[config.mk]
export PLATFORM = sky130hd
export DESIGN_NAME = nmea_sentence_deframer_core
export DESIGN_NICKNAME = d
export VERILOG_FILES = /design/src/hdl/nsd_pkg.sv /design/src/hdl/nsd_in_stage.sv /design/src/hdl/nsd_parse.sv /design/src/hdl/nmea_sentence_deframer_core.sv
export SDC_FILE = /design/constraint.sdc
export NUM_CORES = 1
export LEC_CHECK = 0
export ABC_AREA = 1
export BUFFER_PORTS_ARGS = -buffer_cell sky130_fd_sc_hd__buf_2
export CAP_MARGIN = 15
export CORE_ASPECT_RATIO = 1.75
export CORE_MARGIN = 10
export CORE_UTILIZATION = 45
export DETAILED_ROUTE_END_ITERATION = 7
export GPL_TIMING_DRIVEN = 0
export PLACE_DENSITY = 0.71
export SYNTH_ARGS = -nofsm -noshare
export SYNTH_HDL_FRONTEND = slang
export SYNTH_SLANG_ARGS = --single-unit
[constraint.sdc]
create_clock -name clk -period 4.5 [get_ports clk]
set_input_delay 0.9 -clock clk [delete_from_list [all_inputs] [get_ports clk]]
set_output_delay 0.9 -clock clk [all_outputs]
set_load 0.1 [all_outputs]
[src/hdl/nsd_pkg.sv]
`timescale 1ns / 1ps
`default_nettype none

package nsd_pkg;

  // sentence geometry
  localparam int TERM_CHARS = 16;
  localparam int TERM_SLOTS = 32;

  // internal counter widths, sized to hold the limit itself
  localparam int LEN_W = $clog2(TERM_CHARS + 1);
  localparam int CNT_W = $clog2(TERM_SLOTS + 1);

  localparam logic [LEN_W-1:0] TERM_CHARS_L = LEN_W'(TERM_CHARS);
  localparam logic [CNT_W-1:0] TERM_SLOTS_L = CNT_W'(TERM_SLOTS);

  // fixed widths of the result word
  localparam int TERM_NUM_W = 5;
  localparam int CHAR_POS_W = 4;
  localparam int CLOSED_W   = 5;
  localparam int TOTAL_W    = 6;
  localparam int INCOMP_W   = 32;

  // character codes
  localparam logic [7:0] CH_COMMA  = 8'h2C;
  localparam logic [7:0] CH_STAR   = 8'h2A;
  localparam logic [7:0] CH_DOLLAR = 8'h24;
  localparam logic [7:0] CH_CR     = 8'h0D;
  localparam logic [7:0] CH_LF     = 8'h0A;
  localparam logic [7:0] CH_UPPER_A = 8'h41;
  localparam logic [7:0] CH_UPPER_F = 8'h46;
  localparam logic [7:0] CH_LOWER_A = 8'h61;
  localparam logic [7:0] CH_LOWER_F = 8'h66;
  localparam logic [7:0] CH_ZERO   = 8'h30;
  localparam logic [7:0] CH_NINE   = 8'h39;
  localparam logic [3:0] HEX_TEN   = 4'd10;

  typedef struct packed {
    logic                  statement_valid;
    logic                  char_kept;
    logic [7:0]            char_out;
    logic [TERM_NUM_W-1:0] term_number;
    logic [CHAR_POS_W-1:0] char_position;
    logic                  term_closed;
    logic [CLOSED_W-1:0]   closed_length;
    logic                  checksum_checked;
    logic [7:0]            running_parity;
    logic [TOTAL_W-1:0]    terms_total;
    logic [INCOMP_W-1:0]   incomplete_count;
  } result_t;

endpackage

`default_nettype wire

[src/hdl/nsd_in_stage.sv]
`timescale 1ns / 1ps
`default_nettype none

module nsd_in_stage (
  input  wire logic       clk,
  input  wire logic       rst_n,
  input  wire logic       in_valid,
  input  wire logic [7:0] in_data_byte,
  output logic            in_stall,
  input  wire logic       advance,
  output logic            s1_valid,
  output logic [7:0]      s1_byte
);

  logic       s1_valid_r;
  logic       s1_valid_nxt;
  logic [7:0] s1_byte_r;
  logic       load;

  // hold while the held word cannot move on
  assign in_stall     = s1_valid_r & ~advance;
  assign load         = in_valid & ~in_stall;
  assign s1_valid_nxt = load | (s1_valid_r & ~advance);

  always_ff @(posedge clk) begin
    if (!rst_n) begin
      s1_valid_r <= 1'b0;
    end else begin
      s1_valid_r <= s1_valid_nxt;
    end
  end

  always_ff @(posedge clk) begin
    if (load) begin
      s1_byte_r <= in_data_byte;
    end
  end

  assign s1_valid = s1_valid_r;
  assign s1_byte  = s1_byte_r;

endmodule

`default_nettype wire

[src/hdl/nsd_parse.sv]
`timescale 1ns / 1ps
`default_nettype none

module nsd_parse (
  input  wire logic       clk,
  input  wire logic       rst_n,
  input  wire logic       step_en,
  input  wire logic [7:0] byte_in,
  output nsd_pkg::result_t res
);

  logic                      open_r, open_nxt;
  logic                      valid_r, valid_nxt;
  logic                      mode_r, mode_nxt;
  logic [7:0]                parity_r, parity_nxt;
  logic [nsd_pkg::LEN_W-1:0] len_r, len_nxt;
  logic [nsd_pkg::CNT_W-1:0] count_r, count_nxt;
  logic [7:0]                hex_r, hex_nxt;
  logic                      bad_r, bad_nxt;
  logic [31:0]               incomp_r, incomp_nxt;

  logic                      is_hex;
  logic [3:0]                digit;
  logic                      kept;
  logic [nsd_pkg::LEN_W-1:0] kept_pos;
  logic [nsd_pkg::CNT_W-1:0] kept_term;
  logic                      closed;
  logic [nsd_pkg::LEN_W-1:0] closed_len;
  logic                      checked;
  logic                      do_close;
  logic                      match;

  // hex digit decode
  always_comb begin
    is_hex = 1'b1;
    digit  = 4'd0;
    if (byte_in >= nsd_pkg::CH_UPPER_A && byte_in <= nsd_pkg::CH_UPPER_F) begin
      digit = 4'(byte_in - nsd_pkg::CH_UPPER_A) + nsd_pkg::HEX_TEN;
    end else if (byte_in >= nsd_pkg::CH_LOWER_A && byte_in <= nsd_pkg::CH_LOWER_F) begin
      digit = 4'(byte_in - nsd_pkg::CH_LOWER_A) + nsd_pkg::HEX_TEN;
    end else if (byte_in >= nsd_pkg::CH_ZERO && byte_in <= nsd_pkg::CH_NINE) begin
      digit = 4'(byte_in - nsd_pkg::CH_ZERO);
    end else begin
      is_hex = 1'b0;
    end
  end

  always_comb begin
    open_nxt   = open_r;
    valid_nxt  = valid_r;
    mode_nxt   = mode_r;
    parity_nxt = parity_r;
    len_nxt    = len_r;
    count_nxt  = count_r;
    hex_nxt    = hex_r;
    bad_nxt    = bad_r;
    incomp_nxt = incomp_r;
    kept       = 1'b0;
    kept_pos   = '0;
    kept_term  = '0;
    closed     = 1'b0;
    closed_len = '0;
    checked    = 1'b0;
    do_close   = 1'b0;
    match      = 1'b0;

    case (byte_in)
      nsd_pkg::CH_COMMA: begin
        parity_nxt = parity_r ^ byte_in;
        do_close   = 1'b1;
      end
      nsd_pkg::CH_STAR: begin
        do_close = 1'b1;
        mode_nxt = 1'b1;
      end
      nsd_pkg::CH_CR, nsd_pkg::CH_LF: begin
        do_close = 1'b1;
      end
      nsd_pkg::CH_DOLLAR: begin
        len_nxt    = '0;
        count_nxt  = '0;
        parity_nxt = 8'd0;
        mode_nxt   = 1'b0;
        valid_nxt  = 1'b0;
        hex_nxt    = 8'd0;
        bad_nxt    = 1'b0;
        if (open_r) begin
          incomp_nxt = incomp_r + 32'd1;
        end
        open_nxt = 1'b1;
      end
      default: begin
        if (len_r < nsd_pkg::TERM_CHARS_L) begin
          if (!is_hex || hex_r[7:4] != 4'd0) begin
            bad_nxt = 1'b1;
          end
          hex_nxt = {hex_r[3:0], digit};
          if (open_r && count_r < nsd_pkg::TERM_SLOTS_L) begin
            kept      = 1'b1;
            kept_term = count_r;
            kept_pos  = len_r;
          end
          len_nxt = len_r + nsd_pkg::LEN_W'(1);
        end
        if (!mode_r) begin
          parity_nxt = parity_r ^ byte_in;
        end
      end
    endcase

    // term close, compare uses parity after a comma
    if (do_close) begin
      if (open_r) begin
        if (count_r < nsd_pkg::TERM_SLOTS_L) begin
          count_nxt  = count_r + nsd_pkg::CNT_W'(1);
          closed     = 1'b1;
          closed_len = len_r;
        end
        if (mode_r) begin
          checked   = 1'b1;
          match     = ~bad_r & (hex_r == parity_nxt);
          valid_nxt = match;
          open_nxt  = ~match;
        end
        len_nxt = '0;
        hex_nxt = 8'd0;
        bad_nxt = 1'b0;
      end else begin
        valid_nxt = 1'b0;
      end
    end
  end

  always_ff @(posedge clk) begin
    if (!rst_n) begin
      open_r   <= 1'b0;
      valid_r  <= 1'b0;
      mode_r   <= 1'b0;
      parity_r <= 8'd0;
      len_r    <= '0;
      count_r  <= '0;
      hex_r    <= 8'd0;
      bad_r    <= 1'b0;
      incomp_r <= 32'd0;
    end else if (step_en) begin
      open_r   <= open_nxt;
      valid_r  <= valid_nxt;
      mode_r   <= mode_nxt;
      parity_r <= parity_nxt;
      len_r    <= len_nxt;
      count_r  <= count_nxt;
      hex_r    <= hex_nxt;
      bad_r    <= bad_nxt;
      incomp_r <= incomp_nxt;
    end
  end

  always_comb begin
    res.statement_valid  = valid_nxt;
    res.char_kept        = kept;
    res.char_out         = byte_in;
    res.term_number      = nsd_pkg::TERM_NUM_W'(kept_term);
    res.char_position    = nsd_pkg::CHAR_POS_W'(kept_pos);
    res.term_closed      = closed;
    res.closed_length    = nsd_pkg::CLOSED_W'(closed_len);
    res.checksum_checked = checked;
    res.running_parity   = parity_nxt;
    res.terms_total      = nsd_pkg::TOTAL_W'(count_nxt);
    res.incomplete_count = incomp_nxt;
  end

endmodule

`default_nettype wire

[src/hdl/nmea_sentence_deframer_core.sv]
`timescale 1ns / 1ps
`default_nettype none

// channel | direction | handshake          | payload
// in_     | in        | in_valid/in_stall  | in_data_byte
// out_    | out       | out_valid/out_stall| statement_valid .. incomplete_count
//
// one byte per cycle sustained while out_stall is low; an accepted byte loads
// the input register, then moves through the parse step into the result
// register once it can advance, and out_ shows it from that register
// the per-byte state update is a combinational loop around the parse stage registers
// synchronous active-low reset clears all sentence state and both valids
// out_stall backs up through the result register into in_stall the same cycle

module nmea_sentence_deframer_core (
  input  wire logic        clk,
  input  wire logic        rst_n,
  // input channel
  input  wire logic        in_valid,
  output logic             in_stall,
  input  wire logic [7:0]  in_data_byte,
  // result channel
  output logic             out_valid,
  input  wire logic        out_stall,
  output logic             out_statement_valid,
  output logic             out_char_kept,
  output logic [7:0]       out_char_out,
  output logic [4:0]       out_term_number,
  output logic [3:0]       out_char_position,
  output logic             out_term_closed,
  output logic [4:0]       out_closed_length,
  output logic             out_checksum_checked,
  output logic [7:0]       out_running_parity,
  output logic [5:0]       out_terms_total,
  output logic [31:0]      out_incomplete_count
);

  logic             s1_valid;
  logic [7:0]       s1_byte;
  logic             advance;
  nsd_pkg::result_t step_res;

  // result register
  logic             out_valid_r;
  logic             out_valid_nxt;
  nsd_pkg::result_t res_r;

  // the held byte moves on when the result register is free or draining
  assign advance = s1_valid & (~out_valid_r | ~out_stall);

  nsd_in_stage u_in (
    .clk          (clk),
    .rst_n        (rst_n),
    .in_valid     (in_valid),
    .in_data_byte (in_data_byte),
    .in_stall     (in_stall),
    .advance      (advance),
    .s1_valid     (s1_valid),
    .s1_byte      (s1_byte)
  );

  // parse state commits only on the cycle the word moves forward
  nsd_parse u_parse (
    .clk     (clk),
    .rst_n   (rst_n),
    .step_en (advance),
    .byte_in (s1_byte),
    .res     (step_res)
  );

  assign out_valid_nxt = advance | (out_valid_r & out_stall);

  always_ff @(posedge clk) begin
    if (!rst_n) begin
      out_valid_r <= 1'b0;
    end else begin
      out_valid_r <= out_valid_nxt;
    end
  end

  // payload needs no reset
  always_ff @(posedge clk) begin
    if (advance) begin
      res_r <= step_res;
    end
  end

  assign out_valid            = out_valid_r;
  assign out_statement_valid  = res_r.statement_valid;
  assign out_char_kept        = res_r.char_kept;
  assign out_char_out         = res_r.char_out;
  assign out_term_number      = res_r.term_number;
  assign out_char_position    = res_r.char_position;
  assign out_term_closed      = res_r.term_closed;
  assign out_closed_length    = res_r.closed_length;
  assign out_checksum_checked = res_r.checksum_checked;
  assign out_running_parity   = res_r.running_parity;
  assign out_terms_total      = res_r.terms_total;
  assign out_incomplete_count = res_r.incomplete_count;

endmodule

`default_nettype wire

Word-level counts from Yosys, hierarchy flattened
Index checks and enable logic that the tools add are counted.
W data, S select, Z words.
{"block": "word_totals", "regBits": 145, "in_bits": 12, "out_inout_bits": 74, "word_cells": 117}
{"block": "op_classes", "n_addsub": 8, "n_lt_le_gt_ge": 8, "n_eq_ne": 6, "n_mux": 40, "n_bitwise": 17, "n_reduce_logical": 15}
{"operator": "$mux W32", "count": 2}
{"operator": "$add A32 B1 Y32 const B", "count": 1}
{"operator": "$mux W8", "count": 4}
{"operator": "$eq A8 B6 Y1 const B", "count": 3}
{"operator": "$mux W6", "count": 4}
{"operator": "$pmux W8 S3", "count": 1}
{"operator": "$mux W1", "count": 19}
{"operator": "$eq A8 B4 Y1 const B", "count": 2}
{"operator": "$ge A8 B7 Y1 const B", "count": 2}
{"operator": "$le A8 B7 Y1 const B", "count": 2}
{"operator": "$pmux W8 S2", "count": 1}
{"operator": "$mux W5", "count": 3}
{"operator": "$mux W4", "count": 3}
{"operator": "$sub A4 B1 Y4 const B", "count": 3}
{"operator": "$pmux W5 S2", "count": 1}
{"operator": "$add A4 B4 Y4 const B", "count": 2}
{"operator": "$eq A8 B8 Y1", "count": 1}
{"operator": "$ge A8 B6 Y1 const B", "count": 1}
{"operator": "$le A8 B6 Y1 const B", "count": 1}
{"operator": "$not A1 Y1", "count": 8}
{"operator": "$xor A8 B8 Y8", "count": 1}
{"operator": "$reduce_or A7 Y1", "count": 1}
{"operator": "$add A6 B1 Y6 const B", "count": 1}
{"operator": "$lt A6 B6 Y1 const B", "count": 1}
{"operator": "15 further kinds", "count": 26}

Logic depth before layout (Yosys ltp)
Gate-level depths: netlist of run 1.
{"block": "depth", "word_depth": 12, "ltp_mapped": 21, "mapped_depth_nobuf": 21}

Cells and area by module
From an unflattened synthesis of run 1, not the netlist that was laid out.
{"block": "hier_totals", "cells_unflattened": 806, "area_unflattened_um2": 6996.7}
{"module": "nsd_parse", "instances": 1, "cells_per_inst": 712, "area_per_inst_um2": 4499.3, "seq_area_each_um2": 1261.2}
{"module": "nmea_sentence_deframer_core", "instances": 1, "cells_per_inst": 78, "area_per_inst_um2": 2207.1, "seq_area_each_um2": 2182.1}
{"module": "nsd_in_stage", "instances": 1, "cells_per_inst": 16, "area_per_inst_um2": 290.3, "seq_area_each_um2": 260.2}

Least setup slack after synthesis of run 1
No wires, ideal clock.
{"block": "synth_timing", "kind": "in2reg", "startpoint": "in out_stall", "endpoint": "reg res_r, in the netlist out_char_kept (enable)", "setup_time_ps": 464, "t_arrival_ps": 3486, "t_required_ps": 4036, "slack_ps": 549, "path_stages": 4, "path_buffers": 1, "path_cell_list": "nand2_1 inv_1 nor2_1 clkbuf_1"}
{"block": "synth_between", "elab_chain_len": 3}
{"element": "from (decl)", "line_no": "nmea_sentence_deframer_core.sv:24", "source": "input wire logic out_stall,"}
{"element": "$not A1 Y1", "line_no": "nmea_sentence_deframer_core.sv:49", "source": "assign advance = s1_valid & (~out_valid_r | ~out_stall);"}
{"element": "$or A1 B1 Y1", "line_no": "nmea_sentence_deframer_core.sv:49"}
{"element": "$and A1 B1 Y1", "line_no": "nmea_sentence_deframer_core.sv:49"}
{"element": "net advance", "line_no": "nmea_sentence_deframer_core.sv:40", "source": "logic advance;"}
{"element": "to (signal assigned)", "line_no": "nmea_sentence_deframer_core.sv:84", "source": "res_r <= step_res;"}
{"element": "to (decl)", "line_no": "nmea_sentence_deframer_core.sv:46", "source": "nsd_pkg::result_t res_r;"}
The timed path passes the listed nets, and every way through them passes these cells.
A chain may end at the register's enable or synchronous reset.

==> impl_metrics.toml, run 1 <==
[critical_path]
cp-end-kind = "flip-flop"
crit_chain = "inv_1 -> ha_1 -> inv_1 -> nor2_1 -> nand3_1 -> nand3_1 -> nand2_1 -> a21oi_1 -> nand2_1 -> nor2_1 -> nand3_1 -> nand2_1 -> nand2_1 -> nand2_1"
cp_max_fo = 6
crit_buf_inv = 2
cp_slowest_stage_delay_ns = 0.51
path_class = "reg2reg"
path_delay_family = "simple AND/OR/NAND/NOR gates"
cpMostUsedCell = "nand2_1"
slowest_stage = "edfxtp_1"
required_ns = 4.78
cp-start-kind = "flip-flop"
arrival_ns = 3.17

[sta]
slew_headroom = 0.276
min_period_ns = 2.89
final_max_slew_viol_count = 0
setup_viol = 0
worstMarginPinSlew_ns = 1.07
hold_violations = 0
fmax_mhz = 346
rsz0062_at_grt = "no"
finalCritPeriodShare = 0.641
skew_ns = 0.00933
holdWs_ns = 0.454

[detailed_routing]
dr_total_vias = 5617
first_pass_iters = 7
avgViaCountPerCell = 5.27
drcViolationCount = 0
wl_um = 18000
wire_per_inst_um = 16.9
drtAntennaViolNets = 0
first_iter_violations = 330

[die]
die_area_um2 = 20700
die_h_um = 183
start_util = 0.459
rows = 59
coreArea_um2 = 14800
ios = 86
die_x_um = 113

[logic_synthesis]
ys_seq_area_frac = 0.543
synth_nets = 784
ys_types = 42
syn-instance-count = 765
ys_warn_count = 0
async_flop_share = 0
syn_area_um2 = 6820
synth_seq_cells = 145
synth.avg_cell_area_um2 = 8.91
synth_edf_count = 80
synthFlopType = "edfxtp_1"

[layout]
nets = 888
final_core_util = 0.548
area_growth_pct = 19.2
fillers = 1358
diodes = 0
drive_above_1_share = 0.172

[hold_path]
hp-class = "reg2reg"

[clocking]
cts_buffers = 17
cts_resized = 0
clockBufferDepth = 2
htreeDepth = 4
clock_latency_ns = 0.43
numClockSinks = 145
cts_hold_buffers = 0
cts.clk_slew.worst_paths_ns = 0.06
cts-root-buf = "clkbuf_16"
postCtsSetupBuffers = 0
cts_tree = "built"

[placed_design]
hpwl_um = 13400
gp_congestion = 0.958
numPortBuffers = 84

[power_and_ir_drop]
p_leak_nw = 3.46
clock_power_share = 0.431
p_comb_frac = 0.138
p_sw_frac = 0.278
power.internal_w = 0.00255
powerDensity_nw_per_um2 = 434
worst_ir_drop_vdd_mv = 0.239
pwr-share-seq = 0.431
p_sw_w = 0.000982

[grt]
overflow = 0
antenna_found_initial = 0
grt_pass1_vias = 5680
grt.total_usage = 0.175
grt_pass1_wl_um = 28700
grt_max_degree = 67

[run_status]
outcome = "finished, final reports clean"

[run]
cap_violations = 0
[metal layers]
layer  GRT usage  wire (µm)  vias to the layer above
met5           0          0                        -
met1       0.167       6140                     2628
met2       0.330      10100                      168
li1            -          -                     2763
met3      0.0402        934                       58
met4       0.102        811                        0
[kinds of logic (layout without fill, tap and decap cells)]
family | count (synthesis) | in the layout | share of synthesized area
simple gates | 277 | 277 | 0.192
buf+inv | 152 | 269 | 0.0867
compound gates | 148 | 148 | 0.119
flops | 145 | 145 | 0.543
xor+xnor | 34 | 34 | 0.0437
fa+ha+maj | 7 | 7 | 0.0129
mux | 2 | 2 | 0.00294
[placed cells by master, fill, tap and decap left out, types with 3 or more instances in the layout]
master     Yosys  routed
a21oi_1       59      59
a221oi_1       3       3
buf_2          4      88
bufinv_16      0       5
clkbuf_1      17      20
clkbuf_16      0      17
dfxtp_1       65      65
edfxtp_1      80      80
ha_1           7       7
inv_1        123     123
inv_2          4       4
nand2_1      108     108
nand2_2        9       9
nand3_1       44      44
nand3_2        5       5
nand4_1        9       9
nor2_1        64      64
nor2_2         4       4
nor2_4         4       4
nor3_1        14      14
nor4_1         7       7
o211ai_1       5       5
o21ai_0       53      53
o21ai_1       11      11
o221ai_1       4       4
o22ai_1        3       3
xnor2_1        3       3
xor2_1        31      31
[state kept, by name, indices dropped and copies added (netlist names), 6 cells and up]
| signal | count |
|---|---|
| u_parse.incomp_r | 32 |
| out_char_out | 8 |
| u_in.s1_byte | 8 |
| u_parse.count_r | 6 |
| out_running_parity | 8 |
| u_parse.parity_r | 8 |
| out_terms_total | 6 |
| u_parse.hex_r | 8 |
| out_incomplete_count | 32 |
[cell type report]
class	count	area, µm²	area share
Multi-Input combinational cell	468	2520	0.310
Tap cell	183	229	0.0282
Buffer	25	118	0.0145
Sequential cell	145	3700	0.456
Timing Repair Buffer	85	448	0.0551
Clock buffer	21	440	0.0542
Clock inverter	11	189	0.0233
Inverter	127	477	0.0587
[synthesized netlist by cell type, drive strengths merged (5+ instances only)]
cell type	instances	area, µm²
a21oi	59	295
buf	8	50.1
clkbuf	17	63.8
dfxtp	65	1300
edfxtp	80	2400
ha	7	87.6
inv	127	477
nand2	119	484
nand3	50	288
nand4	9	56.3
nor2	72	310
nor3	16	90.1
nor4	8	56.3
o211ai	5	37.5
o21ai	65	329
xor2	31	272
[power by group through the flow]
stage / clock [W] / sequential (W) / combinational, W
2_1_floorplan: 0 / 0.00176 / 0.000168
5_1_grt: 0.00159 / 0.00153 / 0.000525
3_3_place_gp: 0 / 0.00155 / 0.000481
4_1_cts: 0.00154 / 0.00152 / 0.000491
6_report: 0.00152 / 0.00152 / 0.000488
3_5_place_dp: 0 / 0.00155 / 0.000489
[stage by stage]
stage,instance area (µm²),power [W],setup WS [ns],cells,TNS [ns]
floorplan,6820,0.00193,0.549,765,0
global placement,7460,0.00203,-0.737,1032,-59.18
detailed placement,7500,0.00204,1.52,1033,0
CTS,8130,0.00355,1.64,1065,0
global route,8130,0.00364,1.32,1065,0
finish,8130,0.00353,1.61,1065,0
[path summary, 6_finish.rpt]
check                                                from                            end  slack [ns]  cells past startpoint
worst min-delay path            u_in.s1_byte[2]$_DFFE_PP_      out_char_out[2]$_DFFE_PP_        0.45                      0
worst max-delay path            u_in.s1_byte[0]$_DFFE_PP_  out_statement_valid$_DFFE_PP_        1.61                     14
worst min register to register  u_in.s1_byte[2]$_DFFE_PP_      out_char_out[2]$_DFFE_PP_        0.45                      0
worst max register to register  u_in.s1_byte[0]$_DFFE_PP_  out_statement_valid$_DFFE_PP_        1.61                     14
(Power assumes the default switching activity.)
==> run 2, diff against run 1 <==
==> constraint.sdc (replaced) <==
create_clock -name clk -period 2.7 [get_ports clk]
set_input_delay 0.54 -clock clk [delete_from_list [all_inputs] [get_ports clk]]
set_output_delay 0.54 -clock clk [all_outputs]
set_load 0.1 [all_outputs]
==> impl_metrics.toml, run 2 (synthesis results as in run 1) <==
[detailed_routing]
wl_um = 18000
drcViolationCount = 0
first_iter_violations = 271
drtAntennaViolNets = 0
avgViaCountPerCell = 5.28
first_pass_iters = 6
wire_per_inst_um = 16.8
m1WireLength_um = 6250
routed-wl-met3_um = 910
wl_met2_um = 10200
topRoutingLayerUsed = "met4"
dr_total_vias = 5645

[critical_path]
required_ns = 3.01
cp_max_fo = 6
path_delay_family = "simple AND/OR/NAND/NOR gates"
crit_buf_inv = 2
crit_chain = "inv_2 -> ha_2 -> nand3_2 -> nor2_4 -> nand2_2 -> nor3_2 -> nand2_2 -> nor2_4 -> nand3_2 -> o21ai_2 -> nand2_1 -> o21ai_1 -> inv_1"
arrival_ns = 2.85
slowest_stage = "edfxtp_1"
cp_slowest_stage_delay_ns = 0.50
path_class = "reg2reg"
cp-start-kind = "flip-flop"
cp-end-kind = "flip-flop"

[placed_design]
hpwl_um = 13500
numPortBuffers = 84
gp_congestion = 0.958
post-place-ws_ns = -0.154

[grt]
grt_pass1_wl_um = 29000
antenna_found_initial = 0
overflow = 0
grt_max_degree = 66
grt.total_usage = 0.175
grt_pass1_vias = 5719

[sta]
finalCritPeriodShare = 0.940
setup_viol = 0
final_max_slew_viol_count = 0
fin_tns_setup_ns = 0
min_period_ns = 2.54
fin_ws_ns = 0.162
slew_headroom = 0.493
fmax_mhz = 394
worstMarginPinSlew_ns = 0.748
hold_violations = 0
holdWs_ns = 0.291
skew_ns = 0.0102
rsz0062_at_grt = "yes"

[die]
die_h_um = 183
start_util = 0.459
rows = 59
coreArea_um2 = 14800
die_x_um = 113
ios = 86
die_area_um2 = 20700

[clocking]
clock_latency_ns = 0.42
htreeDepth = 4
numClockSinks = 145
cts.clk_slew.worst_paths_ns = 0.07
clockBufferDepth = 2
cts_buffers = 17
cts-root-buf = "clkbuf_16"
cts_tree = "built"
cts_hold_buffers = 0

[power_and_ir_drop]
p_leak_nw = 3.48
powerDensity_nw_per_um2 = 703
worst_ir_drop_vdd_mv = 0.429
p_total_w = 0.00575

[layout]
mostFrequentLayoutCells = "inv_1, nand2_1, buf_2"
final_common_cell = "inv_1"
diodes = 0
area_growth_pct = 20.0
drive_above_1_share = 0.194
nets = 894
fillers = 1380

[run]
cap_violations = 0

[hold_path]
hp-class = "in2reg"

[run_status]
outcome = "finished, final reports clean"
[run 2: cell count changes in the layout (fill, tap and decap cells not counted), sizes merged]
cell,delta
bufinv,-2
clkinvlp,+2
clkbuf,-3
buf,+6
inv,+2
[run 2: metal layers]
| metal | vias to the layer above | global-route usage |
|---|---|---|
| met3 | 45 | 0.0425 |
| met5 | - | 0 |
| li1 | 2764 | - |
| met4 | 0 | 0.0866 |
| met2 | 171 | 0.337 |
| met1 | 2665 | 0.165 |
[run 2: layout make-up]
type                       count  area, µm²  share of cell area
sequential                   145       3700               0.453
multi-input combinational    468       2560               0.313
timing repair buffer          91        493              0.0603
inverter                     127        477              0.0583
clock buffer                  18        439              0.0537
tap                          183        229              0.0280
clock inverter                13        161              0.0197
buffer                        25        118              0.0144
[run 2: worst paths after layout]
path                                           startpoint                                 to  slack (ns)  cells after the start
worst min register to register  u_in.s1_byte[2]$_DFFE_PP_          out_char_out[2]$_DFFE_PP_        0.43                      0
worst min-delay path                      in_data_byte[7]          u_in.s1_byte[7]$_DFFE_PP_        0.29                      1
worst max-delay path            u_in.s1_byte[0]$_DFFE_PP_  u_parse.incomp_r[24]$_SDFFE_PN0P_        0.16                     13
worst max register to register  u_in.s1_byte[0]$_DFFE_PP_  u_parse.incomp_r[24]$_SDFFE_PN0P_        0.16                     13
[run 2: through the flow]
stage,std cells,cell area (µm²),util
6_report,1070,8180,0.551
5_1_grt,1070,8180,0.551
4_1_cts,1064,8120,0.547
3_5_place_dp,1033,7500,0.505
3_3_place_gp,1032,7470,0.503
2_1_floorplan,765,6820,-
[run 2: timing repair]
action / in CTS / in global routing
cloned: 0 / 0
pin swaps: 0 / 2
setup buffers: 0 / 6
gates resized for setup: 8 / 6
setup endpoints to repair: 18 / 15
[run 2: report_power, final]
group,internal [W],switching (W)
Combinational,0.000159,0.000665
Clock,0.00147,0.000923
Sequential,0.00246,0.0000735
Total,0.00409,0.00166
